**src/rtl/dsp_pkg.sv**
```systemverilog
`default_nettype none
// ----------------------------------------------------------------------------
// dsp_pkg
// Shared sizes, action codes and the adjacency write request for the dense
// shortest-path engine.
// ----------------------------------------------------------------------------
package dsp_pkg;

  localparam int MAX_VERTICES = 16;
  localparam int WEIGHT_BITS  = 16;

  // Vertex index, vertex count (holds MAX_VERTICES itself) and matrix address
  localparam int IDX_W   = $clog2(MAX_VERTICES);
  localparam int CNT_W   = IDX_W + 1;
  localparam int ADJ_AW  = 2 * IDX_W;
  localparam int ADJ_DEPTH = MAX_VERTICES * MAX_VERTICES;

  localparam int DIST_W = 20;
  localparam logic [DIST_W-1:0] DIST_CAP = {DIST_W{1'b1}};

  localparam logic [CNT_W-1:0] VCOUNT_RESET = CNT_W'(MAX_VERTICES);

  localparam logic [1:0] ACT_EDGE  = 2'd0;
  localparam logic [1:0] ACT_RUN   = 2'd1;
  localparam logic [1:0] ACT_CLEAR = 2'd2;

  typedef struct packed {
    logic                   we;
    logic                   clr;
    logic [ADJ_AW-1:0]      addr;
    logic [WEIGHT_BITS-1:0] data;
  } adj_wr_t;

endpackage
`default_nettype wire

```
**src/rtl/dense_shortest_path_engine.sv**
```systemverilog
`default_nettype none
// ----------------------------------------------------------------------------
// dense_shortest_path_engine
// Single-source shortest paths over a stored undirected weighted matrix.
//
// Input channel (in_valid/in_ready) takes one action per transfer: an edge
// write (both symmetric entries, the second from ST_EDGE2), a clear of all
// edges, or a run. in_ready is high only while the controller is idle.
// A run alternates a select pass (stream the distance store, keep the
// unsettled reachable minimum) and a relax pass (stream the settled vertex's
// matrix row and the distance store, write back better distances), at most
// n rounds plus one final select; the registered read ports of the two
// memories set the per-vertex step. Results then leave on out_valid/out_ready,
// one per vertex in ascending order, with last on the final one. A stalled
// receiver holds the output register and the output pass waits on it; after
// the last result is loaded the block takes new items again.
// Reset (rst, synchronous) empties the matrix and sets vertex_count to 16.
// The user writes vertex_count through cfg_we/cfg_wdata only while the block
// is idle; the block itself does not enforce this.
// ----------------------------------------------------------------------------
module dense_shortest_path_engine (
  input  wire                             clk,
  input  wire                             rst,
  input  wire                             cfg_we,
  input  wire  [dsp_pkg::CNT_W-1:0]       cfg_wdata,
  input  wire                             in_valid,
  output logic                            in_ready,
  input  wire  [1:0]                      action,
  input  wire  [dsp_pkg::IDX_W-1:0]       vertex_a,
  input  wire  [dsp_pkg::IDX_W-1:0]       vertex_b,
  input  wire  [15:0]                     edge_weight,
  input  wire  [dsp_pkg::IDX_W-1:0]       start_vertex,
  output logic                            out_valid,
  input  wire                             out_ready,
  output logic [dsp_pkg::IDX_W-1:0]       target_vertex,
  output logic [dsp_pkg::DIST_W-1:0]      distance,
  output logic                            reachable,
  output logic                            last
);
  import dsp_pkg::*;

  typedef enum logic [2:0] {
    ST_IDLE,
    ST_EDGE2,
    ST_SEL,
    ST_RLX,
    ST_OUT_RD,
    ST_OUT_LD
  } state_t;

  state_t state;

  logic [CNT_W-1:0]        vcount;
  logic [CNT_W-1:0]        n_eff;
  logic [IDX_W-1:0]        last_idx;

  logic [IDX_W-1:0]        cnt;
  logic                    issue_on;
  logic                    p_vld;
  logic [IDX_W-1:0]        p_idx;

  logic                    best_found;
  logic [IDX_W-1:0]        best_idx;
  logic [DIST_W-1:0]       best_d;
  logic [IDX_W-1:0]        u_idx;
  logic [DIST_W-1:0]       u_d;

  logic [MAX_VERTICES-1:0] settled;
  logic [MAX_VERTICES-1:0] dvalid;

  logic [IDX_W-1:0]        ea;
  logic [IDX_W-1:0]        eb;
  logic [WEIGHT_BITS-1:0]  ew;

  adj_wr_t                 adj_wr;
  logic [WEIGHT_BITS-1:0]  adj_rd;
  logic [DIST_W-1:0]       dist_rd;
  logic                    dist_we;
  logic [IDX_W-1:0]        dist_waddr;
  logic [DIST_W-1:0]       dist_wdata;

  logic                    in_xfer;
  logic                    start_ok;
  logic                    sel_take;
  logic                    found_f;
  logic [IDX_W-1:0]        idx_f;
  logic [DIST_W-1:0]       d_f;
  logic [DIST_W:0]         sum;
  logic [DIST_W-1:0]       cand;
  logic                    relax_upd;
  logic                    pass_end;

  // Vertex count clamped to 1..MAX_VERTICES
  always_comb begin
    if (vcount == '0) begin
      n_eff = CNT_W'(1);
    end else if (vcount > VCOUNT_RESET) begin
      n_eff = VCOUNT_RESET;
    end else begin
      n_eff = vcount;
    end
  end
  assign last_idx = IDX_W'(n_eff - CNT_W'(1));

  assign in_ready = (state == ST_IDLE);
  assign in_xfer  = in_valid && in_ready;
  assign start_ok = ({1'b0, start_vertex} < n_eff);
  assign pass_end = p_vld && (p_idx == last_idx);

  // Select: running minimum over the streamed distances
  assign sel_take = p_vld && !settled[p_idx] && dvalid[p_idx] &&
                    (!best_found || (dist_rd < best_d));
  assign found_f  = best_found || sel_take;
  assign idx_f    = sel_take ? p_idx : best_idx;
  assign d_f      = sel_take ? dist_rd : best_d;

  // Relax: saturating path sum against the stored distance
  assign sum       = {1'b0, u_d} + (DIST_W+1)'(adj_rd);
  assign cand      = sum[DIST_W] ? DIST_CAP : sum[DIST_W-1:0];
  assign relax_upd = (state == ST_RLX) && p_vld && !settled[p_idx] &&
                     (adj_rd != '0) && (!dvalid[p_idx] || (cand < dist_rd));

  always_comb begin
    adj_wr.we   = 1'b0;
    adj_wr.clr  = 1'b0;
    adj_wr.addr = {vertex_a, vertex_b};
    adj_wr.data = edge_weight[WEIGHT_BITS-1:0];
    if (in_xfer && (action == ACT_EDGE)) begin
      adj_wr.we = 1'b1;
    end else if (in_xfer && (action == ACT_CLEAR)) begin
      adj_wr.clr = 1'b1;
    end else if (state == ST_EDGE2) begin
      adj_wr.we   = 1'b1;
      adj_wr.addr = {eb, ea};
      adj_wr.data = ew;
    end
  end

  assign dist_we    = (in_xfer && (action == ACT_RUN) && start_ok) || relax_upd;
  assign dist_waddr = (state == ST_RLX) ? p_idx : start_vertex;
  assign dist_wdata = (state == ST_RLX) ? cand : '0;

  dsp_adj_mem u_adj (
    .clk   (clk),
    .rst   (rst),
    .wr    (adj_wr),
    .raddr ({u_idx, cnt}),
    .rdata (adj_rd)
  );

  dsp_dist_mem u_dist (
    .clk   (clk),
    .we    (dist_we),
    .waddr (dist_waddr),
    .wdata (dist_wdata),
    .raddr (cnt),
    .rdata (dist_rd)
  );

  always_ff @(posedge clk) begin
    if (rst) begin
      vcount <= VCOUNT_RESET;
    end else if (cfg_we) begin
      vcount <= cfg_wdata;
    end
  end

  always_ff @(posedge clk) begin
    if (rst) begin
      state      <= ST_IDLE;
      out_valid  <= 1'b0;
      cnt        <= '0;
      issue_on   <= 1'b0;
      p_vld      <= 1'b0;
      best_found <= 1'b0;
      settled    <= '0;
      dvalid     <= '0;
    end else begin
      if (out_valid && out_ready) begin
        out_valid <= 1'b0;
      end

      case (state)
        ST_IDLE: begin
          if (in_xfer) begin
            case (action)
              ACT_EDGE: begin
                ea    <= vertex_a;
                eb    <= vertex_b;
                ew    <= edge_weight[WEIGHT_BITS-1:0];
                state <= ST_EDGE2;
              end
              ACT_RUN: begin
                settled    <= '0;
                cnt        <= '0;
                issue_on   <= 1'b1;
                p_vld      <= 1'b0;
                best_found <= 1'b0;
                if (start_ok) begin
                  dvalid <= {{(MAX_VERTICES-1){1'b0}}, 1'b1} << start_vertex;
                  state  <= ST_SEL;
                end else begin
                  dvalid <= '0;
                  state  <= ST_OUT_RD;
                end
              end
              default: begin
                state <= ST_IDLE;
              end
            endcase
          end
        end

        ST_EDGE2: begin
          state <= ST_IDLE;
        end

        ST_SEL, ST_RLX: begin
          // advance the read stream one vertex per cycle
          if (issue_on) begin
            p_vld <= 1'b1;
            p_idx <= cnt;
            if (cnt == last_idx) begin
              issue_on <= 1'b0;
            end else begin
              cnt <= cnt + IDX_W'(1);
            end
          end else begin
            p_vld <= 1'b0;
          end

          if (state == ST_SEL) begin
            if (sel_take) begin
              best_found <= 1'b1;
              best_idx   <= p_idx;
              best_d     <= dist_rd;
            end
          end else if (relax_upd) begin
            dvalid[p_idx] <= 1'b1;
          end

          if (pass_end) begin
            cnt        <= '0;
            issue_on   <= 1'b1;
            p_vld      <= 1'b0;
            best_found <= 1'b0;
            if (state == ST_RLX) begin
              state <= ST_SEL;
            end else if (found_f) begin
              settled[idx_f] <= 1'b1;
              u_idx          <= idx_f;
              u_d            <= d_f;
              state          <= ST_RLX;
            end else begin
              state <= ST_OUT_RD;
            end
          end
        end

        ST_OUT_RD: begin
          state <= ST_OUT_LD;
        end

        ST_OUT_LD: begin
          // hold until the output register is free
          if (!out_valid || out_ready) begin
            out_valid     <= 1'b1;
            target_vertex <= cnt;
            distance      <= dvalid[cnt] ? dist_rd : '0;
            reachable     <= dvalid[cnt];
            last          <= (cnt == last_idx);
            if (cnt == last_idx) begin
              state <= ST_IDLE;
            end else begin
              cnt   <= cnt + IDX_W'(1);
              state <= ST_OUT_RD;
            end
          end
        end

        default: begin
          state <= ST_IDLE;
        end
      endcase
    end
  end

  a_settled_reached: assert property (@(posedge clk) disable iff (rst)
    (settled & ~dvalid) == '0)
    else $error("settled vertex without a finite distance");

  a_dist_write_phase: assert property (@(posedge clk) disable iff (rst)
    dist_we |-> (state == ST_IDLE || state == ST_RLX))
    else $error("distance store written outside init or relax");

  a_relax_source: assert property (@(posedge clk) disable iff (rst)
    (state == ST_RLX) |-> (settled[u_idx] && dvalid[u_idx]))
    else $error("relax pass from an unsettled vertex");

  a_idle_drained: assert property (@(posedge clk) disable iff (rst)
    in_ready |-> !p_vld)
    else $error("read stream still busy while taking input");

endmodule
`default_nettype wire

```
**src/rtl/dsp_adj_mem.sv**
```systemverilog
`default_nettype none
// ----------------------------------------------------------------------------
// dsp_adj_mem
// Adjacency matrix: one write port, one registered read port. A valid bit
// per entry makes unwritten and cleared entries read as zero weight.
// ----------------------------------------------------------------------------
module dsp_adj_mem (
  input  wire                             clk,
  input  wire                             rst,
  input  dsp_pkg::adj_wr_t                wr,
  input  wire  [dsp_pkg::ADJ_AW-1:0]      raddr,
  output logic [dsp_pkg::WEIGHT_BITS-1:0] rdata
);
  import dsp_pkg::*;

  logic [WEIGHT_BITS-1:0] mem [ADJ_DEPTH];
  logic [ADJ_DEPTH-1:0]   vld;
  logic [WEIGHT_BITS-1:0] rd_q;
  logic                   rd_vld;

  always_ff @(posedge clk) begin
    if (wr.we) begin
      mem[wr.addr] <= wr.data;
    end
    rd_q <= mem[raddr];
  end

  always_ff @(posedge clk) begin
    if (rst) begin
      vld    <= '0;
      rd_vld <= 1'b0;
    end else begin
      if (wr.clr) begin
        vld <= '0;
      end else if (wr.we) begin
        vld[wr.addr] <= 1'b1;
      end
      rd_vld <= vld[raddr];
    end
  end

  assign rdata = rd_vld ? rd_q : '0;

endmodule
`default_nettype wire

```
**src/rtl/dsp_dist_mem.sv**
```systemverilog
`default_nettype none
// ----------------------------------------------------------------------------
// dsp_dist_mem
// Per-vertex distance store: one write port, one registered read port.
// ----------------------------------------------------------------------------
module dsp_dist_mem (
  input  wire                         clk,
  input  wire                         we,
  input  wire  [dsp_pkg::IDX_W-1:0]   waddr,
  input  wire  [dsp_pkg::DIST_W-1:0]  wdata,
  input  wire  [dsp_pkg::IDX_W-1:0]   raddr,
  output logic [dsp_pkg::DIST_W-1:0]  rdata
);
  import dsp_pkg::*;

  logic [DIST_W-1:0] mem [MAX_VERTICES];

  always_ff @(posedge clk) begin
    if (we) begin
      mem[waddr] <= wdata;
    end
    rdata <= mem[raddr];
  end

endmodule
`default_nettype wire
```
**config.mk**
```make
export PLATFORM = sky130hd
export DESIGN_NAME = dense_shortest_path_engine
export DESIGN_NICKNAME = d
export VERILOG_FILES = /design/src/rtl/dsp_pkg.sv /design/src/rtl/dense_shortest_path_engine.sv /design/src/rtl/dsp_adj_mem.sv /design/src/rtl/dsp_dist_mem.sv
export SDC_FILE = /design/constraint.sdc
export NUM_CORES = 2
export LEC_CHECK = 0
export ABC_AREA = 0
export BUFFER_PORTS_ARGS = -buffer_cell sky130_fd_sc_hd__buf_2
export CORE_MARGIN = 5
export CORE_UTILIZATION = 60
export DETAILED_ROUTE_END_ITERATION = 7
export PLACE_DENSITY = 0.74
export SYNTH_ARGS = -nofsm -noshare
export SYNTH_HDL_FRONTEND = slang
export SYNTH_MEMORY_MAX_BITS = 65536
export SYNTH_SLANG_ARGS = --single-unit
export TNS_END_PERCENT = 5
```
**constraint.sdc**
```tcl
create_clock -name clk -period 13.5 [get_ports clk]
set_input_delay 2.7 -clock clk [delete_from_list [all_inputs] [get_ports clk]]
set_output_delay 2.7 -clock clk [all_outputs]
set_load 0.005 [all_outputs]
```
After elaboration in Yosys (flattened, before gate mapping)
Memory sizes are Yosys's and may differ from the RTL's. A register that Yosys moved wholly into a read port is not among the register bits.
Index checks and enable logic that the tools add are counted.
Storage, ports and cells
  memory bits (writable): 4416
  memories kept: 2
  output and inout bits: 28
  flip-flop bits (word level): 407
  input port bits: 40
  word-level logic and storage cells: 190
  bits in latches: 0
  memory bits (read-only): 0
Memory list
  u_adj.mem: words 256, width 16, read ports 1, clocked after memory_dff 1, wr ports 1, RTL line dsp_adj_mem.sv:16  | logic [WEIGHT_BITS-1:0] mem [ADJ_DEPTH];
  u_dist.mem: words 16, width 20, read ports 1, clocked after memory_dff 1, wr ports 1, RTL line dsp_dist_mem.sv:16  | logic [DIST_W-1:0] mem [MAX_VERTICES];
Cells by class
  bitwise operators: 5
  mux-type cells: 79
  multiply operators: 0
  shifts and indexed selects: 1
  equality and inequality tests: 20
  reductions and logical operators: 45
  div/mod/pow operators: 0
  $lt $le $gt $ge: 12
  $add $sub $neg: 3
Operator list (number)
  $or 256x256->256: 1
  $mux 16: 11
  $pmux 16 s2: 2
  $mux 20: 3
  $mux 24: 2
  $lt 20x20->1: 2
  $mux 4: 8
  $or 16x16->16: 2
  $mux 1: 30
  $mux 25: 1
  $add 20x16->21: 1
  $mux 3: 7
  $reduce_and 5->1: 4
  $lt 8x9->1 const B: 2
  $logic_and 1x1->1: 17
  $reduce_bool 16->1: 1
  $shl 1x4->16 const A: 1
  $lt 4x5->1 const B: 3
  $reduce_and 3->1: 5
  $bmux 1 s4: 3
  $ne 2x2->1 const B: 6
  $pmux 3 s4: 1
  $pmux 4 s3: 1
  $mux 5: 2
  30 further kinds: 49

Longest topological paths before layout
  depth in word-level cells: 16
  gate-level depth with buffers: 23
  gate-level depth less buffers: 20

By module
A second synthesis with hierarchy kept.
Second synthesis, totals
  cells, all modules: 9315
  area, all modules: 188719.7 um2
By module, submodules not included
  dsp_adj_mem: sequential area each 128463.2 um2, area an instance 167030.2 um2, cells each 7866, times used 1
  dsp_dist_mem: sequential area each 10009.6 um2, area an instance 12530.8 um2, cells each 533, times used 1
  dense_shortest_path_engine: sequential area each 4023.9 um2, area an instance 9158.8 um2, cells each 916, times used 1

Worst setup path before layout
Ideal clock, no wire load.
  kind: input -> register
  start point: input rst
  end point: register u_d[0], enable pin
  data required time: 13.060 ns
  buffers on the path: 1
  setup slack: 6.509 ns
  arrival time: 6.551 ns
  stages on the path: 3
  path through: clkbuf_1 nor3_1 nor3b_1
Between the ends
  word-level cells in the longest chain between the ends: 2
Ends and longest elaborated chain
  from (decl): RTL line dense_shortest_path_engine.sv:23  | input wire rst,
  $not 1->1 (no source line)
  $reduce_and 5->1 (no source line)
  to (signal assigned): RTL line dense_shortest_path_engine.sv:252  | u_d <= d_f;
  to (decl): RTL line dense_shortest_path_engine.sv:66  | logic [DIST_W-1:0] u_d;
Every way passes these cells.
A chain may end at the register's enable or synchronous reset.

Final worst setup path
  start point: input in_valid
  end point: memory u_adj.mem[276][7] (netlist: u_adj.mem[138][7]), enable pin
Between the ends
  word-level cells in the longest chain between the ends: 6
  elaborated cells between the ends (all ways): 9
  classes of those cells: 6 x mux; 3 x reduce/logical
Ends and longest elaborated chain
  from (decl): RTL line dense_shortest_path_engine.sv:26  | input wire in_valid,
  $logic_and 1x1->1 (*): RTL line dense_shortest_path_engine.sv:106  | assign in_xfer = in_valid && in_ready;
  $logic_and 1x1->1: RTL line dense_shortest_path_engine.sv:130  | end else if (in_xfer && (action == ACT_CLEAR)) begin
  $mux 1: RTL line dense_shortest_path_engine.sv:130
  $mux 1: RTL line dense_shortest_path_engine.sv:128  | if (in_xfer && (action == ACT_EDGE)) begin
  $mux 1: RTL line dsp_adj_mem.sv:22  | if (wr.we) begin
  $mux 1 (not written as such): RTL line dsp_adj_mem.sv:23  | mem[wr.addr] <= wr.data;
  to (decl): RTL line dsp_adj_mem.sv:16
Mark *: on every way between the ends. The rest lies on a longest branch, timed or not.

==> results.py <==
metrics = {
    "outcome": {
        "outcome": "finished with violations",
        "violations": "design-rule violations",
    },
    "yosys": {
        "yosys-top-cells-count": "4518 x edfxtp_1, 1186 x mux4_2, 751 x nor2_1",
        "async_flop_share_pct": 0,
        "syn-cell-area_um2": 189000,
        "yosysTopAreaCellShare_pct": 71.6,
        "ys_seq_area_share_pct": 75.2,
        "synth_area_leaders": "edfxtp_1 72%, mux4_2 14%, dfxtp_1 3.6%",
        "syn_area_per_cell_um2": 20.2,
        "synth-seq-cells": 4859,
        "syn-num-nets": 9497,
        "synthCells": 9397,
        "synth_warnings": 0,
        "synth_enable_flop_cells": 4518,
        "synth_flop_cell": "edfxtp_1",
        "synthMostInstantiatedCell": "edfxtp_1",
        "yosysTopAreaCell": "edfxtp_1",
        "yosys.cell_types.count": 85,
    },
    "timing": {
        "report.final.setup_viol": 0,
        "tightest_slew_ns": 1.40,
        "hold_viol": 0,
        "timing.final.max_slew_violations": 0,
        "relSlewSlack_pct": 6.28,
        "max_freq_mhz": 169,
        "period_share_pct": 43.9,
        "tns_ns": 0,
        "layout_min_cycle_time_ns": 5.93,
        "rsz0062_at_grt": "false",
        "hold-worst-slack_ns": 0.455,
        "clock_skew_ns": 0.0736,
    },
    "cells_and_area": {
        "multi_input_area_um2": 44600,
        "drive_gt1_share_pct": 25.5,
        "fillerInstances": 19200,
        "synthToLayoutAreaGrowth_pct": 11.6,
        "seqCellArea_um2": 143000,
        "final_nets": 9821,
    },
    "global_routing": {
        "grtUsageTotal_pct": 32.4,
        "grt_pass1_wl_um": 749000,
        "globalRouteOverflowTotal": 0,
        "grt_pass1_vias": 99200,
        "grt_max_degree": 125,
        "antenna_found_initial": 42,
    },
    "floorplan": {
        "core-area_um2": 315000,
        "die-area_um2": 327000,
        "rows": 206,
        "pin_count": 68,
        "chipWidth_um": 572,
        "initial_core_util_pct": 60.2,
        "die_height_um": 572,
    },
    "critical_path": {
        "r2r_cells": 10,
        "cp_slowest_cell": "nor2_2",
        "path_max_fanout": 16,
        "path_cells": "buf_2 -> nor2b_1 -> buf_4 -> nand2_1 -> or2_2 -> o21ai_0 -> nand2_2 -> buf_4 -> nor2_2",
        "critical_path_class": "in2reg",
        "path_delay_family": "simple AND/OR/NAND/NOR gates",
        "timing.rr.start": "cnt[1]",
        "cp.required_ns": 14.07,
        "crit_path_frequent_cell": "buf_4",
        "r2r_slack_ns": 7.58,
        "r2r_end": "u_adj.rd_q[8]",
        "crit_path_end_kind": "register",
        "critPathLaunchType": "input port",
        "max_stage_delay_ns": 0.87,
        "worst-path-buf-inv": 3,
        "cp_num_cells": 9,
        "critical_path_arrival_ns": 6.49,
    },
    "detailed_routing": {
        "drt_iter0_markers": 16500,
        "drc_errors": 9,
        "firstDrtPassIters": 8,
        "maxUsedRoutingLayer": "met5",
        "routed_wl_um": 529000,
        "ant_nets": 0,
        "via_per_inst": 7.03,
        "wl_met1_um": 186000,
        "avgRoutedWirePerCell_um": 37.0,
        "wl_met2_um": 244000,
        "num_vias": 101000,
        "route.met3.wl_um": 69700,
    },
    "clock_network": {
        "cts_tree": "done",
        "cts_buffer_depth": 4,
        "post_cts_buffers": 0,
        "postCtsHoldBufs": 0,
        "clock_sinks": 4859,
        "cts-htree-levels": 5,
        "insertion_delay_ns": 1.02,
        "path_clk_slew_ns": 0.06,
        "root_buffer": "clkbuf_16",
        "numCtsBuffers": 461,
        "cts-resized-gates": 0,
    },
    "min_path": {
        "min_to": "p_vld",
        "hp-start": "issue_on",
        "holdPathStages": 2,
        "min_path_type": "reg2reg",
    },
    "pwr": {
        "ir_worst_vdd_mv": 0.122,
        "power.density_nw_per_um2": 154,
        "p_leak_nw": 65.7,
        "finalPower_mw": 32.6,
    },
    "placed_design": {
        "port_buffers": 67,
        "hpwl_um": 319000,
        "place.gp.congestion": 0.942,
    },
    "run": {
        "maxCapViolCount": 0,
    },
}
[through the flow]
| step | std cells | util, % | setup WS (ns) | instance area [um2] |
|---|---|---|---|---|
| floorplan | 9397 | - | 6.51 | 189000 |
| CTS | 14300 | 67.2 | 7.72 | 211000 |
| global placement | 13400 | 62.1 | 6.70 | 195000 |
| finish | 14300 | 67.2 | 7.57 | 211000 |
| global route | 14300 | 67.2 | 7.34 | 211000 |
| detailed placement | 13400 | 62.1 | 6.72 | 196000 |
[worst min-delay path, delay by kind of cell (launching register included)]
family / cells / cell delay [ns]
flops: 1 / 0.32
simple gates: 1 / 0.07
compound gates: 1 / 0.06
[final cells by class]
| type | instances | share of cell area [%] |
|---|---|---|
| Clock buffer | 593 | 5.91 |
| Clock inverter | 277 | 1.60 |
| Timing Repair Buffer | 386 | 1.38 |
| Inverter | 68 | 0.129 |
| Sequential cell | 4859 | 67.4 |
| Multi-Input combinational cell | 3945 | 21.1 |
| Tap cell | 4160 | 2.46 |
| Antenna cell | 24 | 0.0284 |
[kinds of logic (layout without fill, tap and decap cells)]
kind of cell / Yosys count / after routing / synth area share [%]
flops: 4859 / 4859 / 75.2
mux: 1564 / 1564 / 16.1
simple gates: 1307 / 1307 / 2.91
compound gates: 993 / 993 / 3.55
buf+inv: 593 / 1324 / 1.71
fa+ha+maj: 60 / 60 / 0.400
xor+xnor: 21 / 21 / 0.104
other cells: 0 / 24 / 0
[registers in the layout, summed over array words and instances, names as in the netlist, 20 cells and up]
name / flops
u_d: 20
best_d: 20
distance: 20
u_adj.vld: 256
u_dist.mem: 320
u_adj.mem: 4096
u_dist.rdata: 20
[power by group]
group          internal [mW]  total [mW]  switching [mW]
logic                  0.858        2.35            1.49
clock network           7.76        13.5            5.70
registers               16.7        16.8          0.0342
[placed cells by master (no fill, tap or decap), types with 39 or more instances in the layout]
| cell type | n |
|---|---|
| buf_2 | 68 |
| ha_1 | 59 |
| mux2i_1 | 368 |
| edfxtp_1 | 4518 |
| inv_1 | 64 |
| nor2_2 | 186 |
| bufinv_16 | 62 |
| clkbuf_1 | 92 |
| o22ai_1 | 75 |
| clkbuf_16 | 468 |
| a21oi_1 | 294 |
| a221oi_1 | 52 |
| nand2_1 | 246 |
| buf_4 | 302 |
| dfxtp_1 | 337 |
| a22oi_1 | 57 |
| o221ai_1 | 129 |
| clkinv_2 | 90 |
| o21ai_0 | 130 |
| mux4_2 | 1186 |
| and2_1 | 44 |
| nor3_1 | 39 |
| clkinv_1 | 75 |
| nor2_1 | 553 |
[metal layers]
metal  vias to the layer above  track usage (%)
met4                        22             14.8
met3                      1311             9.67
met5                         -            0.514
li1                      39500                -
met2                      7480             48.9
met1                     52400             44.4
[how the worst max path moves through the flow]
| stage | slack [ns] | from | to |
|---|---|---|---|
| final | 7.57 | in_valid | u_adj.mem[138][7] |
| after global routing | 7.34 | u_adj.rd_vld | dvalid[11] |
| after CTS | 7.72 | cnt[0] | u_adj.rd_q[1] |
| after detailed placement | 6.72 | in_valid | u_adj.mem[138][9] |
| after global placement | 6.70 | in_valid | u_adj.mem[138][11] |
| after floorplan | 6.51 | rst | u_d[0] |
Power figures use the tool's default switching activity.
